**src/sv/cbts_pkg.sv**
```systemverilog
package cbts_pkg;

  // Segment codes as they appear on the result stream
  localparam logic [1:0] SEG_SYNC = 2'd0;
  localparam logic [1:0] SEG_ONE  = 2'd1;
  localparam logic [1:0] SEG_TWO  = 2'd2;

  // Register indexes of the configuration port
  localparam logic [1:0] REG_JUMP_WIDTH  = 2'd0;
  localparam logic [1:0] REG_PHASE1_LEN  = 2'd1;
  localparam logic [1:0] REG_PHASE2_LEN  = 2'd2;
  localparam logic [1:0] REG_IDLE_THRESH = 2'd3;

  // Register reset values
  localparam logic [3:0] JUMP_WIDTH_RST  = 4'd2;
  localparam logic [4:0] PHASE1_LEN_RST  = 5'd8;
  localparam logic [4:0] PHASE2_LEN_RST  = 5'd7;
  localparam logic [7:0] IDLE_THRESH_RST = 8'd10;

  localparam int RUN_COUNT_MAX_DEF = 255;

  // Stream widths
  localparam int IN_DATA_W  = 8;
  localparam int OUT_DATA_W = 16;
  localparam int CFG_DATA_W = 8;

  // Result item bit positions inside m_tdata
  localparam int OUT_SEG_LSB  = 0;
  localparam int OUT_IDX_LSB  = 2;
  localparam int OUT_STROBE   = 7;
  localparam int OUT_SBIT     = 8;
  localparam int OUT_HARD     = 9;
  localparam int OUT_SOFT     = 10;
  localparam int OUT_WRITE    = 11;

  // Segment limit: length plus adjustment, clamped to 0..31
  function automatic logic [4:0] seg_limit(input logic [4:0] len,
                                           input logic signed [4:0] adj);
    logic signed [6:0] sum;
    sum = $signed({2'b00, len}) + 7'(adj);
    if (sum < 0)
      return 5'd0;
    else if (sum > 7'sd31)
      return 5'd31;
    else
      return sum[4:0];
  endfunction

endpackage

```
**src/sv/can_bit_timing_sync.sv**
```systemverilog
// Bit timing and synchronization, one time quantum per input item.
// An accepted item's result item is registered on m_tdata in the next cycle.
// Throughput: one item per cycle unless the output stalls; the next quantum's
// work needs only the segment counters the current item updates in that cycle.
// Reset (rst, synchronous): registers to their defaults, sync segment,
// last sample recessive, recessive run cleared, output stream empty.
module can_bit_timing_sync #(
  parameter int RUN_COUNT_MAX = cbts_pkg::RUN_COUNT_MAX_DEF
) (
  input  logic                            clk,
  input  logic                            rst,
  // Configuration write port
  input  logic                            cfg_we,
  input  logic [1:0]                      cfg_index,
  input  logic [cbts_pkg::CFG_DATA_W-1:0] cfg_data,
  // Input stream
  input  logic                            s_tvalid,
  output logic                            s_tready,
  input  logic [cbts_pkg::IN_DATA_W-1:0]  s_tdata,   // [0] rx_level, [7:1] zero
  // Result stream
  output logic                            m_tvalid,
  input  logic                            m_tready,
  // [1:0] segment, [6:2] quantum_index, [7] sample_strobe, [8] sampled_bit,
  // [9] hard_sync, [10] soft_sync, [11] write_pulse, [15:12] zero
  output logic [cbts_pkg::OUT_DATA_W-1:0] m_tdata
);
  import cbts_pkg::*;

  localparam int RUN_W = $clog2(RUN_COUNT_MAX + 1);
  localparam int CMP_W = (RUN_W > 8) ? RUN_W : 8;
  localparam logic [RUN_W-1:0] RUN_MAX = RUN_W'(RUN_COUNT_MAX);

  typedef enum logic [1:0] {
    ST_SYNC = SEG_SYNC,
    ST_ONE  = SEG_ONE,
    ST_TWO  = SEG_TWO
  } seg_t;

  // Configuration registers
  logic [3:0] jump_width;
  logic [4:0] phase1_length;
  logic [4:0] phase2_length;
  logic [7:0] idle_threshold;

  // Timing state
  seg_t              segment_now, segment_next;
  logic [4:0]        phase1_count, phase1_count_next;
  logic [4:0]        phase2_count, phase2_count_next;
  logic signed [4:0] jump_adjust, jump_adjust_next;
  logic              previous_sample, previous_sample_next;
  logic [RUN_W-1:0]  recessive_run, recessive_run_next;

  // Result fields of the current item
  logic [1:0] o_seg;
  logic [4:0] o_idx;
  logic       o_strobe, o_sbit, o_hard, o_soft;

  logic              accept;
  logic              rx;
  logic              fall_edge, is_hard, is_soft;
  logic [4:0]        cnt1_inc, cnt2_inc;
  logic signed [4:0] adj_pos, adj1, adj2;
  logic [4:0]        lim1, lim2;
  logic [RUN_W-1:0]  run_step;

  assign s_tready = !m_tvalid || m_tready;
  assign accept   = s_tvalid && s_tready;
  assign rx       = s_tdata[0];

  // Classify the edge and precompute both segment limits
  assign fall_edge = previous_sample && !rx;
  assign is_hard   = fall_edge &&
                     (CMP_W'(recessive_run) > CMP_W'(idle_threshold));
  assign is_soft   = fall_edge && !is_hard;
  assign cnt1_inc  = phase1_count + 5'd1;
  assign cnt2_inc  = phase2_count + 5'd1;
  assign adj_pos   = $signed({1'b0, jump_width});
  assign adj1      = is_soft ? adj_pos : jump_adjust;
  assign adj2      = is_soft ? -adj_pos : jump_adjust;
  assign lim1      = seg_limit(phase1_length, adj1);
  assign lim2      = seg_limit(phase2_length, adj2);
  assign run_step  = rx ? ((recessive_run < RUN_MAX) ? recessive_run + 1'b1
                                                     : recessive_run)
                        : '0;

  // Next state and result fields for one quantum
  always_comb begin
    segment_next         = segment_now;
    phase1_count_next    = phase1_count;
    phase2_count_next    = phase2_count;
    jump_adjust_next     = jump_adjust;
    previous_sample_next = previous_sample;
    recessive_run_next   = recessive_run;
    o_seg    = SEG_SYNC;
    o_idx    = 5'd1;
    o_strobe = 1'b0;
    o_sbit   = 1'b0;
    o_hard   = is_hard;
    o_soft   = is_soft;
    unique case (segment_now)
      ST_ONE: begin
        o_seg            = SEG_ONE;
        o_idx            = cnt1_inc;
        jump_adjust_next = adj1;
        if (is_hard) begin
          previous_sample_next = 1'b0;
          recessive_run_next   = '0;
        end
        // a hard sync restarts the count at zero
        if ((is_hard ? 5'd0 : cnt1_inc) >= lim1) begin
          phase1_count_next = 5'd0;
          jump_adjust_next  = '0;
          segment_next      = ST_TWO;
        end else begin
          phase1_count_next = is_hard ? 5'd0 : cnt1_inc;
        end
      end
      ST_TWO: begin
        o_seg = SEG_TWO;
        o_idx = cnt2_inc;
        if (is_hard) begin
          previous_sample_next = 1'b0;
          recessive_run_next   = '0;
        end
        // sample point overrides what a hard sync cleared
        if (cnt2_inc == 5'd1) begin
          o_strobe             = 1'b1;
          o_sbit               = rx;
          previous_sample_next = rx;
          recessive_run_next   = run_step;
        end
        if (is_hard) begin
          jump_adjust_next  = '0;
          phase2_count_next = 5'd0;
          segment_next      = ST_ONE;
        end else if (cnt2_inc >= lim2) begin
          jump_adjust_next  = '0;
          phase2_count_next = 5'd0;
          segment_next      = ST_SYNC;
        end else begin
          jump_adjust_next  = adj2;
          phase2_count_next = cnt2_inc;
        end
      end
      default: begin
        // sync segment, and the unused code treated the same way
        segment_next = ST_ONE;
      end
    endcase
  end

  // Hold configuration, timing state and the result register
  always_ff @(posedge clk) begin
    if (rst) begin
      jump_width      <= JUMP_WIDTH_RST;
      phase1_length   <= PHASE1_LEN_RST;
      phase2_length   <= PHASE2_LEN_RST;
      idle_threshold  <= IDLE_THRESH_RST;
      segment_now     <= ST_SYNC;
      phase1_count    <= 5'd0;
      phase2_count    <= 5'd0;
      jump_adjust     <= '0;
      previous_sample <= 1'b1;
      recessive_run   <= '0;
      m_tvalid        <= 1'b0;
    end else begin
      if (cfg_we) begin
        unique case (cfg_index)
          REG_JUMP_WIDTH:  jump_width     <= cfg_data[3:0];
          REG_PHASE1_LEN:  phase1_length  <= cfg_data[4:0];
          REG_PHASE2_LEN:  phase2_length  <= cfg_data[4:0];
          REG_IDLE_THRESH: idle_threshold <= cfg_data[7:0];
          default: ;
        endcase
      end
      if (accept) begin
        segment_now     <= segment_next;
        phase1_count    <= phase1_count_next;
        phase2_count    <= phase2_count_next;
        jump_adjust     <= jump_adjust_next;
        previous_sample <= previous_sample_next;
        recessive_run   <= recessive_run_next;
        m_tvalid        <= 1'b1;
      end else if (m_tready) begin
        m_tvalid <= 1'b0;
      end
    end
  end

  // Load the result payload when an item is taken
  always_ff @(posedge clk) begin
    if (accept) begin
      m_tdata <= {4'd0, o_hard, o_soft, o_hard, o_sbit, o_strobe, o_idx, o_seg};
    end
  end

endmodule

```
**config.mk**
```make
export PLATFORM = sky130hd
export DESIGN_NAME = can_bit_timing_sync
export DESIGN_NICKNAME = d
export VERILOG_FILES = /design/src/sv/cbts_pkg.sv /design/src/sv/can_bit_timing_sync.sv
export SDC_FILE = /design/constraint.sdc
export NUM_CORES = 1
export LEC_CHECK = 0
export BUFFER_PORTS_ARGS = -buffer_cell sky130_fd_sc_hd__buf_2
export CELL_PAD_IN_SITES_DETAIL_PLACEMENT = 0
export CELL_PAD_IN_SITES_GLOBAL_PLACEMENT = 1
export CORE_MARGIN = 8
export CORE_UTILIZATION = 45
export DETAILED_ROUTE_END_ITERATION = 6
export GPL_ROUTABILITY_DRIVEN = 0
export PLACE_DENSITY_LB_ADDON = 0.08
export SLEW_MARGIN = 5
export SYNTH_ARGS = -nofsm -noshare
export SYNTH_HDL_FRONTEND = slang
export SYNTH_SLANG_ARGS = --single-unit
```
**constraint.sdc**
```tcl
create_clock -name clk -period 7.3 [get_ports clk]
set_input_delay 1.095 -clock clk [delete_from_list [all_inputs] [get_ports clk]]
set_output_delay 1.095 -clock clk [all_outputs]
set_load 0.01 [all_outputs]
```
## Word-level counts from Yosys, hierarchy flattened

Index checks and enable logic that the tools add are counted.

| cells by class | value |
|---|---|
| $add $sub $neg | 6 |
| magnitude comparators | 8 |
| equality and inequality tests | 9 |
| muxes and demuxes | 31 |
| reduce and logical (&&, ||, !) cells | 21 |

Operators by type and width:

| kind | number |
|---|---|
| 2-to-1 mux 5 bit | 13 |
| 2-to-1 mux 8 bit | 4 |
| case mux 5 bit (2 select lines) | 2 |
| case mux 8 bit (2 select lines) | 1 |
| AND reduction 2 bit | 8 |
| adder 6 x 5 -> 7 bit | 2 |
| > comparator 7 x 6 -> 1 bit, second input constant | 2 |
| less-than comparator 7 x 1 -> 1 bit, second input constant | 2 |
| adder 5 x 1 -> 5 bit, second input constant | 2 |
| >= comparator 5 bit | 2 |
| adder 8 x 1 -> 8 bit, second input constant | 1 |
| > comparator 8 bit | 1 |
| less-than comparator 8 bit, second input constant | 1 |
| case mux 2 bit (2 select lines) | 2 |
| equality test 2 bit, second input constant | 3 |
| 2-to-1 mux 2 bit | 3 |
| AND reduction 3 bit | 2 |
| equality test 5 x 1 -> 1 bit, second input constant | 1 |
| 2-to-1 mux 1 bit | 5 |
| negation 4 -> 5 bit | 1 |
| equality test 2 x 1 -> 1 bit, second input constant | 2 |
| logical AND 1 bit | 4 |
| inequality test 4 bit, second input constant | 1 |
| nonzero test 2 bit | 2 |
| other kinds (6) | 8 |

| storage, ports and cells | value |
|---|---|
| register bits | 61 |
| bits of input ports | 23 |
| output and inout bits | 18 |
| logic and storage cells | 89 |

## Logic depth before layout (Yosys ltp)

Gate-level depths: netlist (run 1).

| depth | value |
|---|---|
| word-level depth | 14 |
| mapped depth | 26 |
| depth with buffers taken out | 23 |

## Least setup slack after synthesis (run 1)

No wires, ideal clock.

| path | value |
|---|---|
| kind | input -> register |
| start | in s_tdata[0] in the netlist's numbering |
| end | reg segment_now[1] |
| library setup time | 0.095 ns |
| arrival time | 5.698 ns |
| required time | 7.205 ns |
| slack | 1.507 ns |
| stages on the path | 21 |
| buffers on the path | 3 |
| cell sequence | nand2b_1 and3b_1 clkbuf_1 buf_2 mux2_2 ha_1 fa_1 a21o_1 a21oi_1 nor2b_1 or3_1 a21oi_1 o21ai_0 ha_1 a21oi_1 a21oi_1 a2111oi_2 nor2b_1 clkbuf_1 nor2_1 a221oi_1 |

| between the ends | value |
|---|---|
| cells in the longest elaborated chain, start to end | 13 |
| elaborated cells on any way between the ends | 25 |
| classes of those cells | add/sub (2); order compare (6); eq/ne (2); mux (9); reduce/logical (6) |

Ends and longest elaborated chain:

| item | line | text |
|---|---|---|
| start, declared | can_bit_timing_sync.sv:19 | `input logic [cbts_pkg::IN_DATA_W-1:0] s_tdata,` |
| zero test 1 bit * | can_bit_timing_sync.sv:71 | `assign fall_edge = previous_sample && !rx;` |
| logical AND 1 bit * | can_bit_timing_sync.sv:71 |  |
| logical AND 1 bit | can_bit_timing_sync.sv:72 | `assign is_hard = fall_edge &&` |
| zero test 1 bit | can_bit_timing_sync.sv:74 | `assign is_soft = fall_edge && !is_hard;` |
| logical AND 1 bit * | can_bit_timing_sync.sv:74 |  |
| net is_soft | can_bit_timing_sync.sv:60 | `logic fall_edge, is_hard, is_soft;` |
| 2-to-1 mux 5 bit, on equally long branches | can_bit_timing_sync.sv:79, can_bit_timing_sync.sv:78 |  |
| adder 6 x 5 -> 7 bit | cbts_pkg.sv:40 | `sum = $signed({2'b00, len}) + 7'(adj);` |
| > comparator 7 x 6 -> 1 bit | cbts_pkg.sv:43 | `else if (sum > 7'sd31)` |
| 2-to-1 mux 5 bit | cbts_pkg.sv:43 |  |
| 2-to-1 mux 5 bit | cbts_pkg.sv:41 | `if (sum < 0)` |
| >= comparator 5 bit, on equally long branches | can_bit_timing_sync.sv:136, can_bit_timing_sync.sv:110 |  |
| inequality test 3 bit (no source line) or inequality test 2 bit (tied branches) | n/a |  |
| AND reduction 3 bit (no source line) * | n/a |  |
| end signal, assigned | can_bit_timing_sync.sv:177 | `segment_now <= segment_next;` |
| end, declared | can_bit_timing_sync.sv:46 | `seg_t segment_now, segment_next;` |

The timed path passes the listed nets; every way through them passes the cells marked *.
A chain may end at the register's enable or synchronous reset.

## Worst setup path after layout (run 1)

| path | value |
|---|---|
| start | in s_tdata[0] in the netlist's numbering |
| end | reg segment_now[1] |

| between the ends | value |
|---|---|
| cells in the longest elaborated chain, start to end | 13 |
| elaborated cells on any way between the ends | 25 |
| classes of those cells | add/sub (2); order compare (6); eq/ne (2); mux (9); reduce/logical (6) |

Ends and longest elaborated chain:

| item | line |
|---|---|
| zero test 1 bit * | can_bit_timing_sync.sv:71 |
| logical AND 1 bit * | can_bit_timing_sync.sv:71 |
| logical AND 1 bit | can_bit_timing_sync.sv:72 |
| zero test 1 bit | can_bit_timing_sync.sv:74 |
| logical AND 1 bit | can_bit_timing_sync.sv:74 |
| 2-to-1 mux 5 bit, on equally long branches | can_bit_timing_sync.sv:79, can_bit_timing_sync.sv:78 |
| adder 6 x 5 -> 7 bit | cbts_pkg.sv:40 |
| > comparator 7 x 6 -> 1 bit | cbts_pkg.sv:43 |
| 2-to-1 mux 5 bit | cbts_pkg.sv:43 |
| 2-to-1 mux 5 bit | cbts_pkg.sv:41 |
| >= comparator 5 bit, on equally long branches | can_bit_timing_sync.sv:136, can_bit_timing_sync.sv:110 |
| inequality test 3 bit (no source line) or inequality test 2 bit (tied branches) | n/a |
| AND reduction 3 bit (no source line) | n/a |

Mark *: on every way between the ends. The rest lies on a longest branch, timed or not.

==> impl_metrics.ini, run 1 <==
[finish]
final_core_util_pct = 50.6
drive_above_1_share_pct = 14.0
design_area_um2 = 4120
num_antenna_cells = 0
layout.nets = 501
instances_no_fill = 549
syn2layout_area_growth_pct = 10.4

[global_routing]
grt_pass1_wl_um = 14200
grt_pass1_vias = 2894
grt_overflow = 0
grt_usage_pct = 15.3
antenna_found_initial = 0
grt_max_degree = 33

[cts]
clk_latency_ns = 0.33
tritoncts = yes
clock_tree.buffer_depth = 2
ctsResizeCount = 0
clk_pin_slew_ns = 0.07
cts_hold_buf = 0
post_cts_buffers = 0
root_buffer = clkbuf_8
cts_buffers = 9
cts_sinks = 60
htreeDepth = 3

[sta]
rsz0062_at_grt = false
tightest_slew_ns = 0.731
fin_skew_ns = 0.00751
drv_slew = 0
relSlewSlack_pct = 51.2
final_hold_viol_count = 0
finalSetupViolations = 0
max_freq_mhz = 155
fin_ws_ns = 0.849
fin_hold_ws_ns = 0.465
setup_tns_ns = 0
finalCritPeriodShare_pct = 88.4
period_needed_ns = 6.45

[detailed_routing]
avgViaCountPerCell = 5.37
wl_per_cell_um = 14.9
wl_met3_um = 334
drc = 0
vias = 2950
drt-met1-wl_um = 4310
finalWirelength_um = 8200
drt_iter0_markers = 132
wl_met2_um = 3460
routed.top_layer = met4
ant_nets = 0
dr.pass1.iters = 4

[critical_path]
cp.required_ns = 7.53
crit_chain = buf_2 -> nand2b_1 -> and3b_1 -> mux2_2 -> ha_1 -> fa_1 -> a21o_1 -> a21oi_1 -> nor2b_1 -> or3_1 -> a21oi_1 -> o21ai_0 -> ha_1 -> a21oi_1 -> a21oi_1 -> a2111oi_2 -> nor2b_1 -> nor2_1 -> a221oi_1
crit_start = s_tdata[0]
slowest_stage = nor2b_1
cp_max_fo = 15
worstSetupPathType = in -> reg
r2r_setup_slack_ns = 0.94
rr_endpoint = segment_now[1]
crit_path_frequent_cell = a21oi_1
max_stage_delay_ns = 0.65
crit_path_end = segment_now[1]
ff2ff_path_depth = 21
critPathCaptureType = flip-flop
critPathLaunchType = input pin
cp.arrival_ns = 6.68
r2r-start = idle_threshold[7]

[floorplanning]
die_h_um = 107
fp.coreArea_um2 = 8130
start_util_pct = 45.9
rows = 33
die_area_um2 = 11500
io_pins = 41
chipWidth_um = 107

[synthesis]
synth_cell_types = 56
synthTopCellsByArea = dfxtp_1, ha_1, edfxtp_1
synth_commonest_cells = dfxtp_1, ha_1, nor2_1, nand2_1, a21oi_1
synth_largest_area_cell = dfxtp_1
yosys_most_used_dff = dfxtp_1
async_flop_share_pct = 0
ys_seq_area_share_pct = 35.1
syn_area_um2 = 3730
syn_inst = 412
synth.most_common_cell = dfxtp_1
avgSynthCellArea_um2 = 9.06
ys_ff_latch = 60
ys.warnings.count = 0
synth_edf_count = 11
synth_top_area_share_pct = 26.3

[flow_run]
drv_cap = 0

[pwr]
power_mw = 0.766
leakage_nw = 1.81
ir_worst_vdd_mv = 0.107
power.density_nw_per_um2 = 186

[hold_path]
hp-class = reg -> reg
hold_path.startpoint = idle_threshold[2]

[placed_design]
portBuffers = 29
post-place-ws_ns = 0.551
placed_cells = 533
dp_hpwl_um = 6150
dpl-instance-area_um2 = 3930

[outcome]
status = completed
-- state kept, by name, indices dropped and copies added (netlist names) --
name / count
m_tdata: 11
idle_threshold: 8
recessive_run: 8
jump_adjust: 5
phase1_count: 5
phase1_length: 5
phase2_count: 5
phase2_length: 5
jump_width: 4
segment_now: 2
m_tvalid: 1
previous_sample: 1
-- metal layers --
| layer | vias to the layer above | track usage, % |
|---|---|---|
| li1 | 1524 | - |
| met1 | 1369 | 20.9 |
| met2 | 48 | 23.0 |
| met3 | 9 | 3.60 |
| met4 | 0 | 5.03 |
| met5 | - | 0 |
-- placed cells by master, fill, tap and decap left out, drive strengths merged, types with 9 or more instances in the layout --
cell type,n
nand2,34
nor2,36
o21ai,25
ha,37
nor2b,9
inv,25
clkbuf,11
a21oi,29
nand3,10
xnor2,14
edfxtp,11
buf,30
mux2i,15
dfxtp,49
-- critical path, delay by kind of cell --
family                   cells  cell delay (ns)
AO/OA/AOI/OAI                8             2.00
adder cells (fa/ha/maj)      3             0.93
buffers and inverters        1             0.13
multiplexers                 1             0.43
AND/OR/NAND/NOR              6             2.09
-- report_power, final --
| group | internal (mW) | leakage, nW | total [mW] | switching (mW) |
|---|---|---|---|---|
| clock network | 0.156 | 0.0931 | 0.288 | 0.132 |
| logic | 0.0502 | 1.21 | 0.123 | 0.0724 |
| registers | 0.348 | 0.507 | 0.355 | 0.00677 |
| total | 0.555 | 1.81 | 0.766 | 0.211 |
-- logic make-up (layout without fill, tap and decap cells) --
family          Yosys count  count (layout)  synth area share, %
compound gates          105             105                 19.1
xor+xnor                 20              20                 4.69
fa+ha+maj                39              39                 13.5
buf+inv                  43              72                 5.10
flops                    60              60                 35.1
mux                      23              23                 6.44
other cells               1               4                0.101
simple gates            121             121                 15.9
-- area by class of cell --
cell class / count / area [um2]
Fill cell: 812 / 4020
Multi-Input combinational cell: 312 / 2240
Sequential cell: 60 / 1310
Timing Repair Buffer: 30 / 153
Clock buffer: 11 / 131
Tap cell: 105 / 131
Inverter: 26 / 97.6
Clock inverter: 5 / 52.6
-- worst min-delay path by stage --
| stage | end | slack [ns] | cells after the start |
|---|---|---|---|
| floorplan | idle_threshold[2] | 0.44 | 2 |
| global placement | idle_threshold[7] | 0.45 | 2 |
| detailed placement | idle_threshold[0] | 0.45 | 2 |
| finish | idle_threshold[2] | 0.47 | 2 |
| CTS | idle_threshold[2] | 0.47 | 2 |
| global route | idle_threshold[7] | 0.48 | 2 |
(Power assumes the default switching activity.)
==> run 2: changes to the inputs <==
--- a/config.mk
+++ b/config.mk
@@ -12,6 +12,7 @@
 export CORE_UTILIZATION = 45
 export DETAILED_ROUTE_END_ITERATION = 6
 export GPL_ROUTABILITY_DRIVEN = 0
+export GPL_TIMING_DRIVEN = 0
 export PLACE_DENSITY_LB_ADDON = 0.08
 export SLEW_MARGIN = 5
 export SYNTH_ARGS = -nofsm -noshare
==> run 2 against run 1 <==
Design area increased by 2.2%. Sequential share of layout area decreased by 0.70 points. Non-clock buffer count increased by 16. Die area unchanged. Wire length increased by 5.1%. Cell count increased by 2.9%. Critical endpoint unchanged.
==> impl_metrics.ini, run 2 (synthesis gave the netlist of run 1 again) <==
[outcome]
status = completed

[pwr]
p_clk_share_pct = 37.9
leakage_nw = 1.86
seq_power_share_pct = 45.6
p_sw_mw = 0.222
p_sw_share_pct = 28.5
ir_worst_vdd_mv = 0.135
internal_power_mw = 0.557
power.density_nw_per_um2 = 185
power_frac_comb_pct = 16.5

[finish]
drive_above_1_share_pct = 15.2
layout_common_cells = dfxtp_1, ha_1, nor2_1, nand2_1, buf_2
num_antenna_cells = 0
largest_reg_flops = 11
register_area_um2 = 1310
largestRegisters = m_tdata (11), idle_threshold (8), recessive_run (8)
nFillCells = 805
final_common_cell = dfxtp_1
syn2layout_area_growth_pct = 12.8
layout.nets = 517
regMostFlops = m_tdata
multi_input_area_um2 = 2240
design_area_um2 = 4210

[global_routing]
grt_max_degree = 20
antenna_found_initial = 0
grt_overflow = 0
grt_usage_pct = 15.8
grt_pass1_vias = 2908
grt_pass1_wl_um = 14400

[cts]
htreeDepth = 3
cts_sinks = 60
cts_hold_buf = 0
cts_buffers = 9
root_buffer = clkbuf_8
ctsResizeCount = 0
post_cts_buffers = 0
tritoncts = yes
clk_latency_ns = 0.34
clock_tree.buffer_depth = 2
clk_pin_slew_ns = 0.07

[critical_path]
cpLargestDelayFamily = compound AO/OA/AOI/OAI gates
crit_path_end = segment_now[1]
worst-path-buf-inv = 4
cp_max_fo = 10
r2r_setup_slack_ns = 0.80
cp.arrival_ns = 6.79
critPathCaptureType = flip-flop
crit_start = s_tdata[0]
max_stage_delay_ns = 0.62
path_depth = 22
crit_path_frequent_cell = a21oi_1
cp.required_ns = 7.54
ff2ff_path_depth = 24
worstSetupPathType = in -> reg
slowest_stage = a2111oi_2
critPathLaunchType = input pin
r2r-start = idle_threshold[7]
rr_endpoint = segment_now[1]
crit_chain = buf_2 -> nand2b_1 -> and3b_1 -> clkbuf_1 -> buf_2 -> mux2_2 -> ha_1 -> fa_1 -> a21o_1 -> a21oi_1 -> nor2b_1 -> or3_1 -> a21oi_1 -> o21ai_0 -> ha_1 -> a21oi_1 -> a21oi_1 -> a2111oi_2 -> nor2b_1 -> clkbuf_1 -> nor2_1 -> a221oi_1

[floorplanning]
io_pins = 41
chipWidth_um = 107
fp.coreArea_um2 = 8130
die_area_um2 = 11500
rows = 33
start_util_pct = 45.9
die_h_um = 107

[detailed_routing]
vias = 3049
dr.pass1.iters = 5
drc = 0
drt_iter0_markers = 142
ant_nets = 0
finalWirelength_um = 8620
avgViaCountPerCell = 5.40
wl_per_cell_um = 15.3

[sta]
relSlewSlack_pct = 49.8
rsz0062_at_grt = false
finalCritPeriodShare_pct = 89.8
tightest_slew_ns = 0.751
period_needed_ns = 6.55
drv_slew = 0
final_hold_viol_count = 0
setup_tns_ns = 0
fin_skew_ns = 0.0106
max_freq_mhz = 153
finalSetupViolations = 0

[hold_path]
hold_depth = 2
hp-class = reg -> reg

[placed_design]
portBuffers = 29
dp_hpwl_um = 6550
dpl-instance-area_um2 = 4020

[flow_run]
drv_cap = 0
[run 2: changes by cell type in the layout (fill, tap and decap cells not counted)]
cell | before | now
clkinv_1 | 1 | 2
buf_2 | 29 | 31
buf_4 | 1 | 5
clkbuf_1 | 2 | 9
clkinv_2 | 3 | 2
clkinv_4 | 0 | 1
clkinvlp_4 | 1 | 2
buf_6 | 0 | 1
[run 2: power by group through the flow]
stage	clock network [mW]	registers (mW)	logic (mW)
global route	0.317	0.356	0.145
CTS	0.305	0.355	0.129
global placement	0	0.362	0.125
detailed placement	0	0.363	0.128
finish	0.295	0.355	0.129
floorplan	0	0.363	0.0907
[run 2: cell type report]
class / instances / area share, %
Clock buffer: 9 / 2.94
Inverter: 26 / 2.32
Sequential cell: 60 / 31.1
Clock inverter: 7 / 1.60
Tap cell: 105 / 3.12
Timing Repair Buffer: 29 / 3.45
Multi-Input combinational cell: 312 / 53.2
Buffer: 17 / 2.20
[run 2: stage by stage]
stage	instances	setup slack, ns	power [mW]	util [%]	hold slack, ns
detailed placement	549	0.491	0.491	49.4	0.451
global route	565	0.308	0.819	51.8	0.476
floorplan	415	1.51	0.454	-	0.436
CTS	565	0.830	0.789	51.8	0.460
finish	565	0.747	0.779	51.8	0.458
global placement	549	0.517	0.487	49.4	0.448
[run 2: worst min-delay path, cell delays in order (launching register included)]
cell     delay, ns
dfxtp_1       0.31
nand2_1       0.05
a21oi_1       0.05
[run 2: worst min-delay path by stage]
| stage | from | endpoint | slack (ns) |
|---|---|---|---|
| after floorplan | idle_threshold[2] | idle_threshold[2] | 0.44 |
| after global placement | idle_threshold[6] | idle_threshold[6] | 0.45 |
| after detailed placement | idle_threshold[2] | idle_threshold[2] | 0.45 |
| after CTS | idle_threshold[2] | idle_threshold[2] | 0.46 |
| after global routing | idle_threshold[7] | idle_threshold[7] | 0.48 |
| final | idle_threshold[2] | idle_threshold[2] | 0.46 |
[run 2: per-layer routing]
metal / GRT usage [%] / vias up / share of wire [%]
li1: - / 1559 / -
met3: 3.78 / 6 / 4.7
met1: 21.5 / 1417 / 50
met4: 5.33 / 0 / 0.86
met5: 0 / - / 0
met2: 23.8 / 67 / 44
==> run 3: changes to the inputs <==
--- a/config.mk
+++ b/config.mk
@@ -13,7 +13,7 @@
 export DETAILED_ROUTE_END_ITERATION = 6
 export GPL_ROUTABILITY_DRIVEN = 0
 export GPL_TIMING_DRIVEN = 0
-export PLACE_DENSITY_LB_ADDON = 0.08
+export PLACE_DENSITY = 0.86
 export SLEW_MARGIN = 5
 export SYNTH_ARGS = -nofsm -noshare
 export SYNTH_HDL_FRONTEND = slang
==> run 3 against run 2 <==
Clock power increased by 6%. Power increased by 1.9%. Largest power group unchanged. Highest routed layer unchanged. Count of clock-buffer cells in the layout increased by 6. Critical path depth unchanged. Critical path type unchanged.
==> impl_metrics.ini, run 3 (synthesis gave the netlist of run 1 again) <==
[sta]
finalSetupViolations = 0
tightest_slew_ns = 0.781
period_needed_ns = 6.38
finalCritPeriodShare_pct = 87.3
relSlewSlack_pct = 47.8
setup_tns_ns = 0
final_hold_viol_count = 0
max_freq_mhz = 157
fin_skew_ns = 0.0112
drv_slew = 0
rsz0062_at_grt = false

[cts]
cts_buffers = 9
clock_tree.buffer_depth = 2
clk_latency_ns = 0.34
post_cts_buffers = 0
clk_pin_slew_ns = 0.07
cts_hold_buf = 0
root_buffer = clkbuf_8
ctsResizeCount = 0
tritoncts = yes
htreeDepth = 3
cts_sinks = 60

[detailed_routing]
drt_iter0_markers = 115
wl_per_cell_um = 14.4
finalWirelength_um = 8120
avgViaCountPerCell = 5.35
vias = 3025
drc = 0
ant_nets = 0
dr.pass1.iters = 4

[hold_path]
hp-class = reg -> reg
hold_depth = 2
hold_path.startpoint = idle_threshold[2]
min_to = idle_threshold[2]

[placed_design]
portBuffers = 29
dp_hpwl_um = 6280

[finish]
final_core_util_pct = 51.9
layout.nets = 517
largestRegisters = m_tdata (11), idle_threshold (8), recessive_run (8)
num_antenna_cells = 0
largest_reg_flops = 11
layout_common_cells = dfxtp_1, ha_1, nor2_1, nand2_1, buf_2
regMostFlops = m_tdata
drive_above_1_share_pct = 14.8
syn2layout_area_growth_pct = 13.2
final_common_cell = dfxtp_1

[critical_path]
cp.required_ns = 7.54
critPathCaptureType = flip-flop
r2r_setup_slack_ns = 0.99
rr_endpoint = segment_now[1]
critPathLaunchType = input pin
r2r-start = idle_threshold[7]
cp.arrival_ns = 6.62
cp_max_fo = 10
worstSetupPathType = in -> reg
ff2ff_path_depth = 24

[global_routing]
grt_usage_pct = 14.7
grt_pass1_wl_um = 13600
grt_util_met1_pct = 18.0
grt_overflow = 0
grt_pass1_vias = 2928
grt_busiest_layer = met2
grtUsageMet3_pct = 3.48
antenna_found_initial = 0
globalRouteMet2Util_pct = 23.8
grt_max_degree = 20

[floorplanning]
io_pins = 41
die_area_um2 = 11500
start_util_pct = 45.9
fp.coreArea_um2 = 8130
die_h_um = 107
chipWidth_um = 107
rows = 33

[pwr]
leakage_nw = 1.87
power.density_nw_per_um2 = 188
ir_worst_vdd_mv = 0.0914

[flow_run]
drv_cap = 0

[outcome]
status = completed
[run 3: changes by cell type in the layout (fill, tap and decap cells not counted), sizes merged]
| cell | before | now |
|---|---|---|
| clkbuf | 18 | 24 |
| clkinv | 5 | 1 |
| clkinvlp | 2 | 0 |
[run 3: worst max path at each step]
| stage | end | slack (ns) | start |
|---|---|---|---|
| finish | segment_now[1] | 0.92 | s_tdata[0] |
| global route | segment_now[1] | 0.37 | idle_threshold[7] |
| CTS | segment_now[1] | 0.96 | s_tdata[0] |
| detailed placement | segment_now[1] | 0.62 | s_tdata[0] |
| global placement | segment_now[1] | 0.70 | s_tdata[0] |
| floorplan | segment_now[1] | 1.51 | s_tdata[0] |
[run 3: final cells by class]
class,instances,area (um2)
Sequential cell,60,1310
Clock inverter,1,30.0
Tap cell,105,131
Timing Repair Buffer,29,145
Fill cell,763,3910
Clock buffer,15,176
Inverter,26,97.6
Buffer,17,92.6
Multi-Input combinational cell,312,2240
[run 3: worst max-delay path, stage by stage]
cell	delay, ns
buf_2	0.13
nand2b_1	0.24
and3b_1	0.25
clkbuf_1	0.26
buf_2	0.31
mux2_2	0.39
ha_1	0.22
fa_1	0.41
a21o_1	0.17
a21oi_1	0.25
nor2b_1	0.11
or3_1	0.35
a21oi_1	0.28
o21ai_0	0.15
ha_1	0.31
a21oi_1	0.13
a21oi_1	0.09
a2111oi_2	0.56
nor2b_1	0.20
clkbuf_1	0.35
nor2_1	0.08
a221oi_1	0.28
[run 3: power by group]
group	switching (mW)	leakage, nW	total (mW)	internal, mW
clock network	0.126	0.104	0.312	0.186
registers	0.00679	0.507	0.355	0.348
logic	0.0729	1.26	0.126	0.0531
[run 3: metal layers]
| metal | vias up | wire, um | part of all wire [%] |
|---|---|---|---|
| li1 | 1556 | - | - |
| met1 | 1381 | 3880 | 48 |
| met2 | 74 | 3670 | 45 |
| met3 | 14 | 415 | 5.1 |
| met4 | 0 | 149 | 1.8 |
| met5 | - | 0 | 0 |
[run 3: stage by stage]
step | instances | instance area, um2 | hold WS (ns) | setup slack [ns] | power [mW]
2_1_floorplan | 415 | 3740 | 0.436 | 1.51 | 0.454
3_3_place_gp | 549 | 4020 | 0.451 | 0.695 | 0.485
3_5_place_dp | 549 | 4020 | 0.456 | 0.620 | 0.489
4_1_cts | 565 | 4230 | 0.466 | 0.965 | 0.804
5_1_grt | 565 | 4230 | 0.487 | 0.373 | 0.833
6_report | 565 | 4230 | 0.459 | 0.924 | 0.794
